--- src/hw/rtl/rc5_tx_pkg.sv ---
package rc5_tx_pkg;

  localparam int HALF_BITS_PER_MESSAGE_DEF = 28;
  localparam int MESSAGE_BITS_DEF          = 14;

  localparam int BASE_W     = 14;
  localparam int FRAME_W    = 8;
  localparam int DEBOUNCE_W = 4;
  localparam int CFG_DATA_W = 14;
  localparam int CFG_IDX_W  = 2;

  localparam logic [CFG_IDX_W-1:0] REG_BASE_MESSAGE    = 2'd0;
  localparam logic [CFG_IDX_W-1:0] REG_FRAME_HALF_BITS = 2'd1;
  localparam logic [CFG_IDX_W-1:0] REG_DEBOUNCE_FRAMES = 2'd2;

  localparam logic [BASE_W-1:0]     BASE_MESSAGE_RST    = 14'h3188;
  localparam logic [FRAME_W-1:0]    FRAME_HALF_BITS_RST = 8'd128;
  localparam logic [DEBOUNCE_W-1:0] DEBOUNCE_FRAMES_RST = 4'd3;

  localparam logic [31:0] TOGGLE_MASK = 32'h0000_0800;

  localparam logic        FUNC_TICK  = 1'b0;
  localparam logic        FUNC_PRESS = 1'b1;
  localparam logic [1:0]  BUTTON_2   = 2'd2;

  typedef struct packed {
    logic       func;
    logic [1:0] button_id;
    logic       button_1_level;
    logic       button_2_level;
  } rc5_in_t;

  typedef struct packed {
    logic carrier_on;
    logic sending;
    logic button_1_irq_on;
    logic button_2_irq_on;
  } rc5_out_t;

  typedef struct packed {
    logic                  we;
    logic [CFG_IDX_W-1:0]  idx;
    logic [CFG_DATA_W-1:0] data;
  } rc5_cfg_wr_t;

endpackage

--- src/hw/rtl/rc5_tx_core.sv ---
module rc5_tx_core import rc5_tx_pkg::*; #(
  parameter int HALF_BITS_PER_MESSAGE = HALF_BITS_PER_MESSAGE_DEF,
  parameter int MESSAGE_BITS          = MESSAGE_BITS_DEF
) (
  input  logic        clk,
  input  logic        rst_n,
  input  rc5_cfg_wr_t cfg_wr,
  input  logic        step,
  input  rc5_in_t     item,
  output rc5_out_t    result_nxt
);

  localparam int HB_W  = $clog2(HALF_BITS_PER_MESSAGE + 1);
  localparam logic [HB_W-1:0] HB_RELOAD = HB_W'(HALF_BITS_PER_MESSAGE);
  localparam logic [MESSAGE_BITS-1:0] MSG_RST = MESSAGE_BITS'(32'(BASE_MESSAGE_RST));

  logic [BASE_W-1:0]       base_message_r;
  logic [FRAME_W-1:0]      frame_half_bits_r;
  logic [DEBOUNCE_W-1:0]   debounce_frames_r;

  logic [MESSAGE_BITS-1:0] message_word_r, message_word_nxt;
  logic                    toggle_bit_r, toggle_bit_nxt;
  logic [FRAME_W-1:0]      frame_count_r, frame_count_nxt;
  logic [HB_W-1:0]         half_bit_count_r, half_bit_count_nxt;
  logic [DEBOUNCE_W-1:0]   debounce_count_r, debounce_count_nxt;
  logic                    running_r, running_nxt;
  logic [1:0]              irq_enables_r, irq_enables_nxt;
  logic                    carrier_r, carrier_nxt;

  logic [31:0]             rebuilt;
  logic [DEBOUNCE_W-1:0]   debounce_dec;
  logic [HB_W-1:0]         bit_idx;
  logic [31:0]             msg_shift;
  logic                    tx_bit;
  logic [1:0]              irq_bit;

  always_ff @(posedge clk) begin
    if (!rst_n) begin
      base_message_r    <= BASE_MESSAGE_RST;
      frame_half_bits_r <= FRAME_HALF_BITS_RST;
      debounce_frames_r <= DEBOUNCE_FRAMES_RST;
    end else if (cfg_wr.we) begin
      unique case (cfg_wr.idx)
        REG_BASE_MESSAGE:    base_message_r    <= cfg_wr.data[BASE_W-1:0];
        REG_FRAME_HALF_BITS: frame_half_bits_r <= cfg_wr.data[FRAME_W-1:0];
        REG_DEBOUNCE_FRAMES: debounce_frames_r <= cfg_wr.data[DEBOUNCE_W-1:0];
        default: ;
      endcase
    end
  end

  always_comb begin
    rebuilt = 32'(base_message_r) ^ (toggle_bit_r ? TOGGLE_MASK : 32'd0);
    if (!item.button_1_level) rebuilt = rebuilt | 32'd1;
    if (!item.button_2_level) rebuilt = rebuilt | 32'd2;
    debounce_dec = (debounce_count_r != '0) ? debounce_count_r - 1'b1 : debounce_count_r;
    bit_idx   = (half_bit_count_r - 1'b1) >> 1;
    msg_shift = 32'(message_word_r) >> bit_idx;
    tx_bit    = msg_shift[0];
    irq_bit   = (item.button_id == BUTTON_2) ? 2'b10 : 2'b01;

    message_word_nxt   = message_word_r;
    toggle_bit_nxt     = toggle_bit_r;
    frame_count_nxt    = frame_count_r;
    half_bit_count_nxt = half_bit_count_r;
    debounce_count_nxt = debounce_count_r;
    running_nxt        = running_r;
    irq_enables_nxt    = irq_enables_r;
    carrier_nxt        = carrier_r;

    if (step) begin
      if (item.func == FUNC_PRESS) begin
        if ((irq_enables_r & irq_bit) != 2'b00) begin
          message_word_nxt = MESSAGE_BITS'(32'(message_word_r) | 32'(item.button_id));
          running_nxt      = 1'b1;
          irq_enables_nxt  = irq_enables_r & ~irq_bit;
        end
      end else if (running_r) begin
        if (frame_count_r == '0) begin
          // frame end
          frame_count_nxt    = frame_half_bits_r;
          half_bit_count_nxt = HB_RELOAD;
          debounce_count_nxt = debounce_dec;
          message_word_nxt   = MESSAGE_BITS'(rebuilt);
          if (debounce_dec == '0 && item.button_1_level && item.button_2_level) begin
            toggle_bit_nxt     = ~toggle_bit_r;
            message_word_nxt   = MESSAGE_BITS'(rebuilt ^ TOGGLE_MASK);
            debounce_count_nxt = debounce_frames_r;
            running_nxt        = 1'b0;
            carrier_nxt        = 1'b0;
            irq_enables_nxt    = 2'b11;
          end
        end else begin
          if (half_bit_count_r != '0) begin
            carrier_nxt        = ~tx_bit ^ half_bit_count_r[0];
            half_bit_count_nxt = half_bit_count_r - 1'b1;
          end else begin
            carrier_nxt = 1'b0;
          end
          frame_count_nxt = frame_count_r - 1'b1;
        end
      end
    end
  end

  always_ff @(posedge clk) begin
    if (!rst_n) begin
      message_word_r   <= MSG_RST;
      toggle_bit_r     <= 1'b0;
      frame_count_r    <= FRAME_HALF_BITS_RST;
      half_bit_count_r <= HB_RELOAD;
      debounce_count_r <= DEBOUNCE_FRAMES_RST;
      running_r        <= 1'b0;
      irq_enables_r    <= 2'b11;
      carrier_r        <= 1'b0;
    end else begin
      message_word_r   <= message_word_nxt;
      toggle_bit_r     <= toggle_bit_nxt;
      frame_count_r    <= frame_count_nxt;
      half_bit_count_r <= half_bit_count_nxt;
      debounce_count_r <= debounce_count_nxt;
      running_r        <= running_nxt;
      irq_enables_r    <= irq_enables_nxt;
      carrier_r        <= carrier_nxt;
    end
  end

  assign result_nxt.carrier_on      = carrier_nxt;
  assign result_nxt.sending         = running_nxt;
  assign result_nxt.button_1_irq_on = irq_enables_nxt[0];
  assign result_nxt.button_2_irq_on = irq_enables_nxt[1];

endmodule

--- src/hw/rtl/rc5_manchester_frame_transmitter.sv ---
// Channel   Dir  Handshake             Payload
// in_       in   in_valid/in_ready     rc5_in_t   (tick or button press request)
// out_      out  out_valid/out_ready   rc5_out_t  (state after the request)
// cfg_      in   cfg_we                cfg_idx, cfg_data
//
// One request per cycle while in_ready is high; each result is registered
// and shown in the next cycle. The result register is the only output stage:
// in_ready drops only while a result is held and out_ready is low.
// Synchronous active-low reset loads the register defaults and idle state.
module rc5_manchester_frame_transmitter import rc5_tx_pkg::*; #(
  parameter int HALF_BITS_PER_MESSAGE = HALF_BITS_PER_MESSAGE_DEF,
  parameter int MESSAGE_BITS          = MESSAGE_BITS_DEF
) (
  input  logic                  clk,
  input  logic                  rst_n,
  input  logic                  in_valid,
  output logic                  in_ready,
  input  rc5_in_t               in_data,
  output logic                  out_valid,
  input  logic                  out_ready,
  output rc5_out_t              out_data,
  input  logic                  cfg_we,
  input  logic [CFG_IDX_W-1:0]  cfg_idx,
  input  logic [CFG_DATA_W-1:0] cfg_data
);

  logic        out_valid_r;
  rc5_out_t    out_data_r;
  rc5_out_t    result_nxt;
  rc5_cfg_wr_t cfg_wr;
  logic        step;

  assign in_ready    = !out_valid_r || out_ready;
  assign step        = in_valid && in_ready;
  assign cfg_wr.we   = cfg_we;
  assign cfg_wr.idx  = cfg_idx;
  assign cfg_wr.data = cfg_data;

  rc5_tx_core #(
    .HALF_BITS_PER_MESSAGE(HALF_BITS_PER_MESSAGE),
    .MESSAGE_BITS         (MESSAGE_BITS)
  ) u_core (
    .clk       (clk),
    .rst_n     (rst_n),
    .cfg_wr    (cfg_wr),
    .step      (step),
    .item      (in_data),
    .result_nxt(result_nxt)
  );

  always_ff @(posedge clk) begin
    if (!rst_n) begin
      out_valid_r <= 1'b0;
    end else if (in_ready) begin
      out_valid_r <= step;
    end
  end

  always_ff @(posedge clk) begin
    if (step) begin
      out_data_r <= result_nxt;
    end
  end

  assign out_valid = out_valid_r;
  assign out_data  = out_data_r;

endmodule

--- config.mk ---
export PLATFORM = sky130hd
export DESIGN_NAME = rc5_manchester_frame_transmitter
export DESIGN_NICKNAME = d
export VERILOG_FILES = /design/src/hw/rtl/rc5_tx_pkg.sv /design/src/hw/rtl/rc5_tx_core.sv /design/src/hw/rtl/rc5_manchester_frame_transmitter.sv
export SDC_FILE = /design/constraint.sdc
export NUM_CORES = 1
export LEC_CHECK = 0
export ABC_AREA = 1
export ABC_CLOCK_PERIOD_IN_PS = 2700
export BUFFER_PORTS_ARGS = -buffer_cell sky130_fd_sc_hd__buf_2
export CORE_UTILIZATION = 41
export CTS_BUF_LIST = sky130_fd_sc_hd__clkbuf_16
export DETAILED_ROUTE_END_ITERATION = 8
export GPL_ROUTABILITY_DRIVEN = 0
export PLACE_DENSITY = 0.65
export SLEW_MARGIN = 40
export SYNTH_ARGS = -nofsm -noshare
export SYNTH_HDL_FRONTEND = slang
export SYNTH_SLANG_ARGS = --single-unit
--- constraint.sdc ---
create_clock -name clk -period 2.7 [get_ports clk]
set_input_delay 0.135 -clock clk [delete_from_list [all_inputs] [get_ports clk]]
set_output_delay 0.135 -clock clk [all_outputs]
set_load 0.02 [all_outputs]
Word-level counts from Yosys, hierarchy flattened. Index checks and enable logic that the tools add are counted.

Bits in registers: 67. Input port bits: 26. Logic and storage cells: 88.

Add/subtract/negate cells: 3. Equal/unequal tests: 4. Shift-type cells: 1. Mux-type cells: 32. Bitwise gates (word level): 10. Reductions and logical operators: 22.

Operator list (count): 14-bit 2-to-1 mux (4); 12-bit 2-to-1 mux (2); 2-bit 2-to-1 mux (8); 14-bit by 2-bit bitwise OR with 14-bit output (1); 14-bit by 4-bit right shift with 1-bit output (1); 14-bit by 12-bit bitwise XOR with 14-bit output (1); 1-bit 2-to-1 mux (13); 4-bit AND reduction (3); 5-bit 2-to-1 mux (2); 8-bit logical NOT (1); 4-bit 2-to-1 mux (2); 8-bit 2-to-1 mux (1); 2-bit nonzero test (4); 8-bit by 1-bit subtractor with 8-bit output, second input constant (1); 2-bit AND reduction (3); 5-bit AND reduction (1); 5-bit nonzero test (1); 5-bit by 1-bit subtractor with 5-bit output, second input constant (1); 2-bit bitwise AND (2); 2-bit equality test, second input constant (2); 4-bit logical NOT (1); 1-bit inverter (4); 4-bit nonzero test (1); 4-bit by 1-bit subtractor with 4-bit output, second input constant (1); other kinds (9) (11).

Logic depth before layout (Yosys ltp). Gate-level depths: netlist (run 1).

Depth in word-level cells: 10. Gate-level depth with buffers: 15.

Cells and area by module. From an unflattened synthesis (run 1), not the netlist that was laid out.

Cells, all modules: 432. Area total of the unflattened synthesis: 3125.5 µm².

Modules (own cells, without submodules): rc5_tx_core (times used 1, cells an instance 421, area each 2954.1 µm², sequential area each 1241.2 µm²); rc5_manchester_frame_transmitter (times used 1, cells an instance 11, area each 171.4 µm², sequential area each 140.1 µm²).

Least setup slack after synthesis (run 1). No wires, ideal clock.

Kind: register to register. Start: register u_core.half_bit_count_r[0]. End: register out_data_r (netlist bit out_data[3]) (data pin). Arrival time: 1.485 ns. Data required time: 2.439 ns. Slack: 0.954 ns. Cell stages (with the launch flop): 14. Path buffers: 1. Cell sequence: dfxtp_1 > inv_1 > ha_1 > buf_2 > inv_1 > nand2_1 > nand2_1 > nand2_1 > nand2_1 > nand2_1 > nand3_1 > nand2_1 > nand2_1 > nand3_2.

RTL lines: start: declaration (line rc5_tx_core.sv:24) `logic [HB_W-1:0] half_bit_count_r, half_bit_count_nxt;`; start signal: assignment (line rc5_tx_core.sv:120) `half_bit_count_r <= half_bit_count_nxt;`; end signal: assignment (line rc5_manchester_frame_transmitter.sv:61) `out_data_r <= result_nxt;`; end: declaration (line rc5_manchester_frame_transmitter.sv:28) `rc5_out_t out_data_r;`.

Worst setup path after layout (run 1).
Start: register u_core.frame_count_r[0]. End: register u_core.toggle_bit_r.

Longest elaborated chain between the ends: 2.

RTL lines: start: declaration (line rc5_tx_core.sv:23) `logic [FRAME_W-1:0] frame_count_r, frame_count_nxt;`; start signal: assignment (line rc5_tx_core.sv:119) `frame_count_r <= frame_count_nxt;`; 8-bit logical NOT (line rc5_tx_core.sv:79) `if (frame_count_r == '0) begin`; 5-bit AND reduction (no line); end signal: assignment (line rc5_tx_core.sv:118) `toggle_bit_r <= toggle_bit_nxt;`; end: declaration (line rc5_tx_core.sv:22) `logic toggle_bit_r, toggle_bit_nxt;`.

No other way between the ends. A chain may end at the register's enable or synchronous reset.

==> metrics, run 1 <==
status finished clean; Area growth syn-to-layout 16.3%; Via density 4.94; core area 7330 um^2; most frequent cells in the layout nand2_1, dfxtp_1, nor2_1; Die Y 89.6 um; PD cells 637 nW/um^2; chip width 89.6 um; dpl ws 0.693 ns; Clk Latency, worst-skew pair 0.33 ns; Non-Filler Instances 581; DR WL/cell 12.4 um; Syn Nets 475; final-layout fill cell count 745; Final ANT Viol Nets 0; row cnt 31; placed insts 566; skew final 0.00678 ns; final net count 508; commonest non-fill, non-tap cell in the layout nand2_1; Slew HR 69.6%; Buffers on Ports 31; maximum VDD drop 421 uV; DRC Markers 0; leakage power of the design 1.75 nW; final wirelength 7190 um; WP data arrival 2.23 ns; Crit. End Element register; Cells after Synth 445; CTS resizes 0; total track usage 20.8%; Sequential Area 1380 um^2; Pre-antenna DRT Iters 4; Critical Path Slowest Stage Cell dfxtp_1; hpwl dp 5060 um; synthesis warning total 0; CP required 2.92 ns; total negative slack 0 ns; f_max 498 MHz; Post-Syn Area per Cell 7.06 um^2; hold_buf cts 0; die area 8020 um^2; final setup fails 0; post-CTS setup buffer count 0; vias in the first global route 2,770; first-pass GRT wire length 12,500 um; Final WS setup 0.693 ns; fin. max-slew vios 0; maximum fanout along the worst path 21; CP max stage delay 0.30 ns; starting density of the core 42.9%; delay-heaviest family, CP simple AND/OR/NAND/NOR gates; share of cells above drive strength 1 12.9%; period utilization 74.4%; post-route minimum period 2.01 ns; number of synthesized register bits 67; Hold Vio Cnt, Final 0; post-synthesis cell area 3140 um^2; GRT Residual Overflow 0; RSZ-0062 raised after global routing no; Seq/Total Area, Yosys 43.9%; multi-input combinational cell area 1500 um^2; CTS Root Cell clkbuf_16; Worst-path clk slew 0.05 ns; Worst Tran Pin Value 0.453 ns; clock sinks 67; largest net degree at the start of global routing 43; n_diodes 0; drt initial violations 189; Critical path buffers and inverters 3; Longest Clk Path Bufs 2; Hold Path Class in2reg; # IOs 32; antenna violations before repair 0; vias 2,870; maxcap violations 0; H-tree Lvls 3; synth unique cells 34; crit-path cells inv_1, ha_1, nand2_2, nor2_4, nand3_4, clkinv_2, nand2_4, inv_2, nand2_1, o21ai_1, a21oi_1; CTS tree done; Setup CP Type reg2reg; Startpoint Class register; number of CTS-inserted buffers 9
-- synth_stat cells (all sizes together) --
library cell | instances | area share [%]
ha | 4 | 1.6
nor3 | 6 | 0.96
o31ai | 1 | 0.24
o21a | 1 | 0.24
clkbuf | 7 | 0.84
o211ai | 9 | 2.5
o2111ai | 2 | 0.56
nand3 | 25 | 4.5
a22oi | 1 | 0.24
inv | 50 | 6.0
buf | 6 | 1.6
o21ai | 37 | 5.9
edfxtp | 4 | 3.8
clkinv | 2 | 0.28
nor2 | 55 | 7.2
a21oi | 28 | 4.5
nand2 | 133 | 16
xor2 | 4 | 1.1
nand4 | 4 | 1.0
a211oi | 1 | 0.24
dfxtp | 63 | 40
o22ai | 2 | 0.40
-- routing by layer --
layer,GRT usage (%),wire length [um],up-vias
met1,27.0,3460,1276
met2,32.4,3170,69
li1,-,-,1509
met4,10.2,174,0
met5,0,0,-
met3,4.80,375,16
-- layout make-up --
type	count	area share [%]
inverter	52	5.37
clock buffer	9	6.16
tap	99	3.39
sequential	67	37.8
timing repair buffer	35	5.07
multi-input combinational	313	40.9
clock inverter	6	1.33
-- where the power goes --
part           internal (mW)  leakage, nW  switching, mW
Clock                  0.692        0.137          0.392
Combinational         0.0671         1.06          0.126
Sequential              1.03        0.550         0.0178
-- final timing paths --
| check | from | endpoint | slack [ns] | cells past startpoint |
|---|---|---|---|---|
| max | u_core.frame_count_r[0] | u_core.toggle_bit_r | 0.69 | 11 |
| min | cfg_data[12] | u_core.base_message_r[12] | 0.02 | 3 |
| max reg2reg | u_core.frame_count_r[0] | u_core.toggle_bit_r | 0.69 | 11 |
| min reg2reg | u_core.debounce_frames_r[1] | u_core.debounce_frames_r[1] | 0.46 | 2 |
-- flip-flops by register name, summed over array words and instances (netlist names) --
| signal | cells |
|---|---|
| u_core.frame_count_r | 8 |
| u_core.half_bit_count_r | 5 |
| out_data | 4 |
| u_core.frame_half_bits_r | 8 |
| u_core.debounce_frames_r | 4 |
| u_core.base_message_r | 14 |
| u_core.irq_enables_r | 2 |
| u_core.toggle_bit_r | 1 |
| out_valid | 1 |
| u_core.message_word_r | 14 |
| u_core.carrier_r | 1 |
| u_core.running_r | 1 |
| u_core.debounce_count_r | 4 |
-- worst register-to-register path, delay by kind of cell, from the launching register on --
family | cells | cell delay, ns
simple gates | 5 | 0.69
buf+inv | 3 | 0.51
flops | 1 | 0.30
fa+ha+maj | 1 | 0.21
compound gates | 2 | 0.19
-- kinds of logic after synthesis --
logic type | count (synthesis) | synth area share, %
AND/OR/NAND/NOR | 223 | 30.0
AO/OA/AOI/OAI | 82 | 14.7
flip-flops | 67 | 43.9
buffers and inverters | 65 | 8.64
XOR/XNOR | 4 | 1.11
adder cells (fa/ha/maj) | 4 | 1.59
-- through the flow --
stage	power (mW)	hold slack [ns]	utilization, %	area, um^2
floorplan	1.20	0.248	-	3140
detailed placement	1.26	0.354	46.1	3380
finish	2.33	0.0222	49.9	3660
global placement	1.26	0.348	46.1	3380
global route	2.42	0.0291	49.9	3660
CTS	2.35	0.0122	49.9	3660
No activity file was read; power rests on OpenSTA's default activity.
==> inputs of run 2 (changes only) <==
--- a/config.mk
+++ b/config.mk
@@ -6,13 +6,13 @@
 export NUM_CORES = 1
 export LEC_CHECK = 0
 export ABC_AREA = 1
-export ABC_CLOCK_PERIOD_IN_PS = 2700
+export ABC_CLOCK_PERIOD_IN_PS = 1700
 export BUFFER_PORTS_ARGS = -buffer_cell sky130_fd_sc_hd__buf_2
 export CORE_UTILIZATION = 41
 export CTS_BUF_LIST = sky130_fd_sc_hd__clkbuf_16
 export DETAILED_ROUTE_END_ITERATION = 8
 export GPL_ROUTABILITY_DRIVEN = 0
-export PLACE_DENSITY = 0.65
+export PLACE_DENSITY = 0.67
 export SLEW_MARGIN = 40
 export SYNTH_ARGS = -nofsm -noshare
 export SYNTH_HDL_FRONTEND = slang
==> constraint.sdc (replaced) <==
create_clock -name clk -period 1.7 [get_ports clk]
set_input_delay 0.085 -clock clk [delete_from_list [all_inputs] [get_ports clk]]
set_output_delay 0.085 -clock clk [all_outputs]
set_load 0.02 [all_outputs]
==> run 2 against run 1 <==
Compared with the run above:
- total power is 66% higher
- count of clock-buffer cells in the layout is 1 higher
- fmax is 22% higher
- utilization is 5.0 points higher
- combinational power is 78% higher
- worst hold slack worse by 0.0082 ns
- final cell count is 4.8% higher
- critical path type unchanged
- critical endpoint is now out_data[3]
- highest routed layer unchanged
==> metrics, run 2 (synthesis results as in run 1) <==
power consumption 3.87 mW (+66%); largest net degree at the start of global routing 28 (-35%); DR WL/cell 12.4 um (+0.32%); period utilization 96.4% (+22 points); commonest non-fill, non-tap cell in the layout nand2_1; hpwl dp 5350 um (+5.7%); Area growth syn-to-layout 27.9%; crit-path cells inv_2, ha_4, inv_4, nand2_1, nand2_1, nand2_1, nand3_1, nand3_2, nand2_1, nand2_1, nand3_2; Final WS setup 0.0607 ns (-0.632 ns); Hold Path Class in2reg; Buffers on Ports 31 (unchanged); vias 2,969 (+3.4%); DRC Markers 0 (unchanged); PD cells 964 nW/um^2 (+51%); total negative slack 0 ns (unchanged); maxcap violations 0 (unchanged); CP required 1.77 ns (-1.15 ns); row cnt 31 (unchanged); Setup CP Type reg2reg; Worst-path clk slew 0.05 ns (about the same); Gate power share 8.9% (+0.6 points); final net count 535 (+5.3%); starting density of the core 42.9% (unchanged); RSZ-0062 raised after global routing yes; status finished clean; die area 8020 um^2 (unchanged); sw power 895 uW (+67%); clock sinks 67 (unchanged); delay-heaviest family, CP simple AND/OR/NAND/NOR gates; share of cells above drive strength 1 22.4% (+9.5 points); final-layout fill cell count 708 (-5.0%); H-tree Lvls 3 (unchanged); n_diodes 0 (unchanged); Pre-antenna DRT Iters 4 (unchanged); Critical Path Slowest Stage Cell dfxtp_2; total track usage 20.9% (+0.14 points); Slew HR 71.8% (+2.3 points); f_max 610 MHz (+22%); CP max stage delay 0.35 ns (+0.05 ns); Critical path buffers and inverters 2 (-1); GRT Residual Overflow 0 (unchanged); Worst Tran Pin Value 0.419 ns (-0.0339 ns); Sw Ratio 23.1% (+0.071 points); chip width 89.6 um (unchanged); leakage power of the design 1.90 nW (+8.5%); WP data arrival 1.71 ns (-0.52 ns); vias in the first global route 2,866 (+3.5%); post-route minimum period 1.64 ns (-0.368 ns); dpl ws -0.0679 ns (-0.761 ns); final setup fails 0 (unchanged); skew final 0.00547 ns (-0.00131 ns); crit-path most repeated cell nand2_1; CTS tree done; most frequent cells in the layout nand2_1, dfxtp_1, nor2_1; core area 7330 um^2 (unchanged); Via density 4.88 (-1.3%); first-pass GRT wire length 12,700 um (+1.3%); drt initial violations 175 (-7.4%); Longest Clk Path Bufs 2 (unchanged); maximum fanout along the worst path 9 (-57%); Final ANT Viol Nets 0 (unchanged); Startpoint Class register; maximum VDD drop 516 uV (+23%); Clk Latency, worst-skew pair 0.33 ns (about the same); fin. max-slew vios 0 (unchanged); P_int 2.98 mW (+66%); number of CTS-inserted buffers 9 (unchanged); antenna violations before repair 0 (unchanged); # IOs 32 (unchanged); final wirelength 7560 um (+5.1%); biggest registers after layout u_core.base_message_r (14), u_core.message_word_r (14); CTS Root Cell clkbuf_16; Hold Vio Cnt, Final 0 (unchanged); Die Y 89.6 um (unchanged); Crit. End Element register; clock share of power 48.0% (+1.5 points); register share of total power 43.1% (-2.0 points)
run 2: per-layer routing:
metal  vias up  global-route usage, %  wire [um]  part of all wire, %
met5         -                      0          0                    0
met4         0                   8.23        124                  1.6
met3        11                   5.45        252                  3.3
met2        52                   34.8       3610                   48
met1      1356                   25.7       3570                   47
li1       1550                      -          -                    -
run 2: final cells by class:
class	instances	area (um^2)	area share (%)
clock buffers	10	250	6.22
clock inverters	6	52.6	1.31
inverters	52	203	5.04
multi-input cells	313	1590	39.6
flip-flops and latches	67	1380	34.4
well taps	99	124	3.08
repair buffers	62	415	10.3
run 2: worst paths after layout:
path | from | end | slack (ns) | cells past startpoint
worst max-delay path | u_core.half_bit_count_r[0] | out_data[3] | 0.06 | 11
worst max register to register | u_core.half_bit_count_r[0] | out_data[3] | 0.06 | 11
worst min-delay path | cfg_data[7] | u_core.frame_half_bits_r[7] | 0.01 | 3
worst min register to register | u_core.debounce_frames_r[0] | u_core.debounce_frames_r[0] | 0.46 | 2
run 2: power by group through the flow:
stage / clock network (mW) / registers [mW] / logic, mW
global route: 1.97 / 1.67 / 0.395
floorplan: 0 / 1.70 / 0.199
global placement: 0 / 1.70 / 0.308
CTS: 1.89 / 1.67 / 0.332
detailed placement: 0 / 1.70 / 0.313
finish: 1.86 / 1.67 / 0.346
run 2: through the flow:
stage | cell area [um^2] | util [%] | instances | hold WS, ns
global route | 4020 | 54.8 | 609 | 0.0273
detailed placement | 3540 | 48.3 | 585 | 0.310
floorplan | 3140 | - | 445 | 0.198
CTS | 3930 | 53.6 | 607 | 0.00825
global placement | 3540 | 48.3 | 585 | 0.302
finish | 4020 | 54.8 | 609 | 0.0140
run 2: worst min-delay path, cell delays in order:
cell and delay (ns):
buf_2 0.11, nand2_1 0.05, nand3_1 0.06
run 2: repair_timing:
| item | in CTS | in global routing |
|---|---|---|
| gates resized for setup | 8 | 28 |
| pin swaps | 0 | 7 |
| hold endpoints to repair | 6 | 0 |
| setup buffers | 0 | 2 |
| endpoints found under the setup margin | 8 | 27 |
| hold buffers | 6 | 0 |
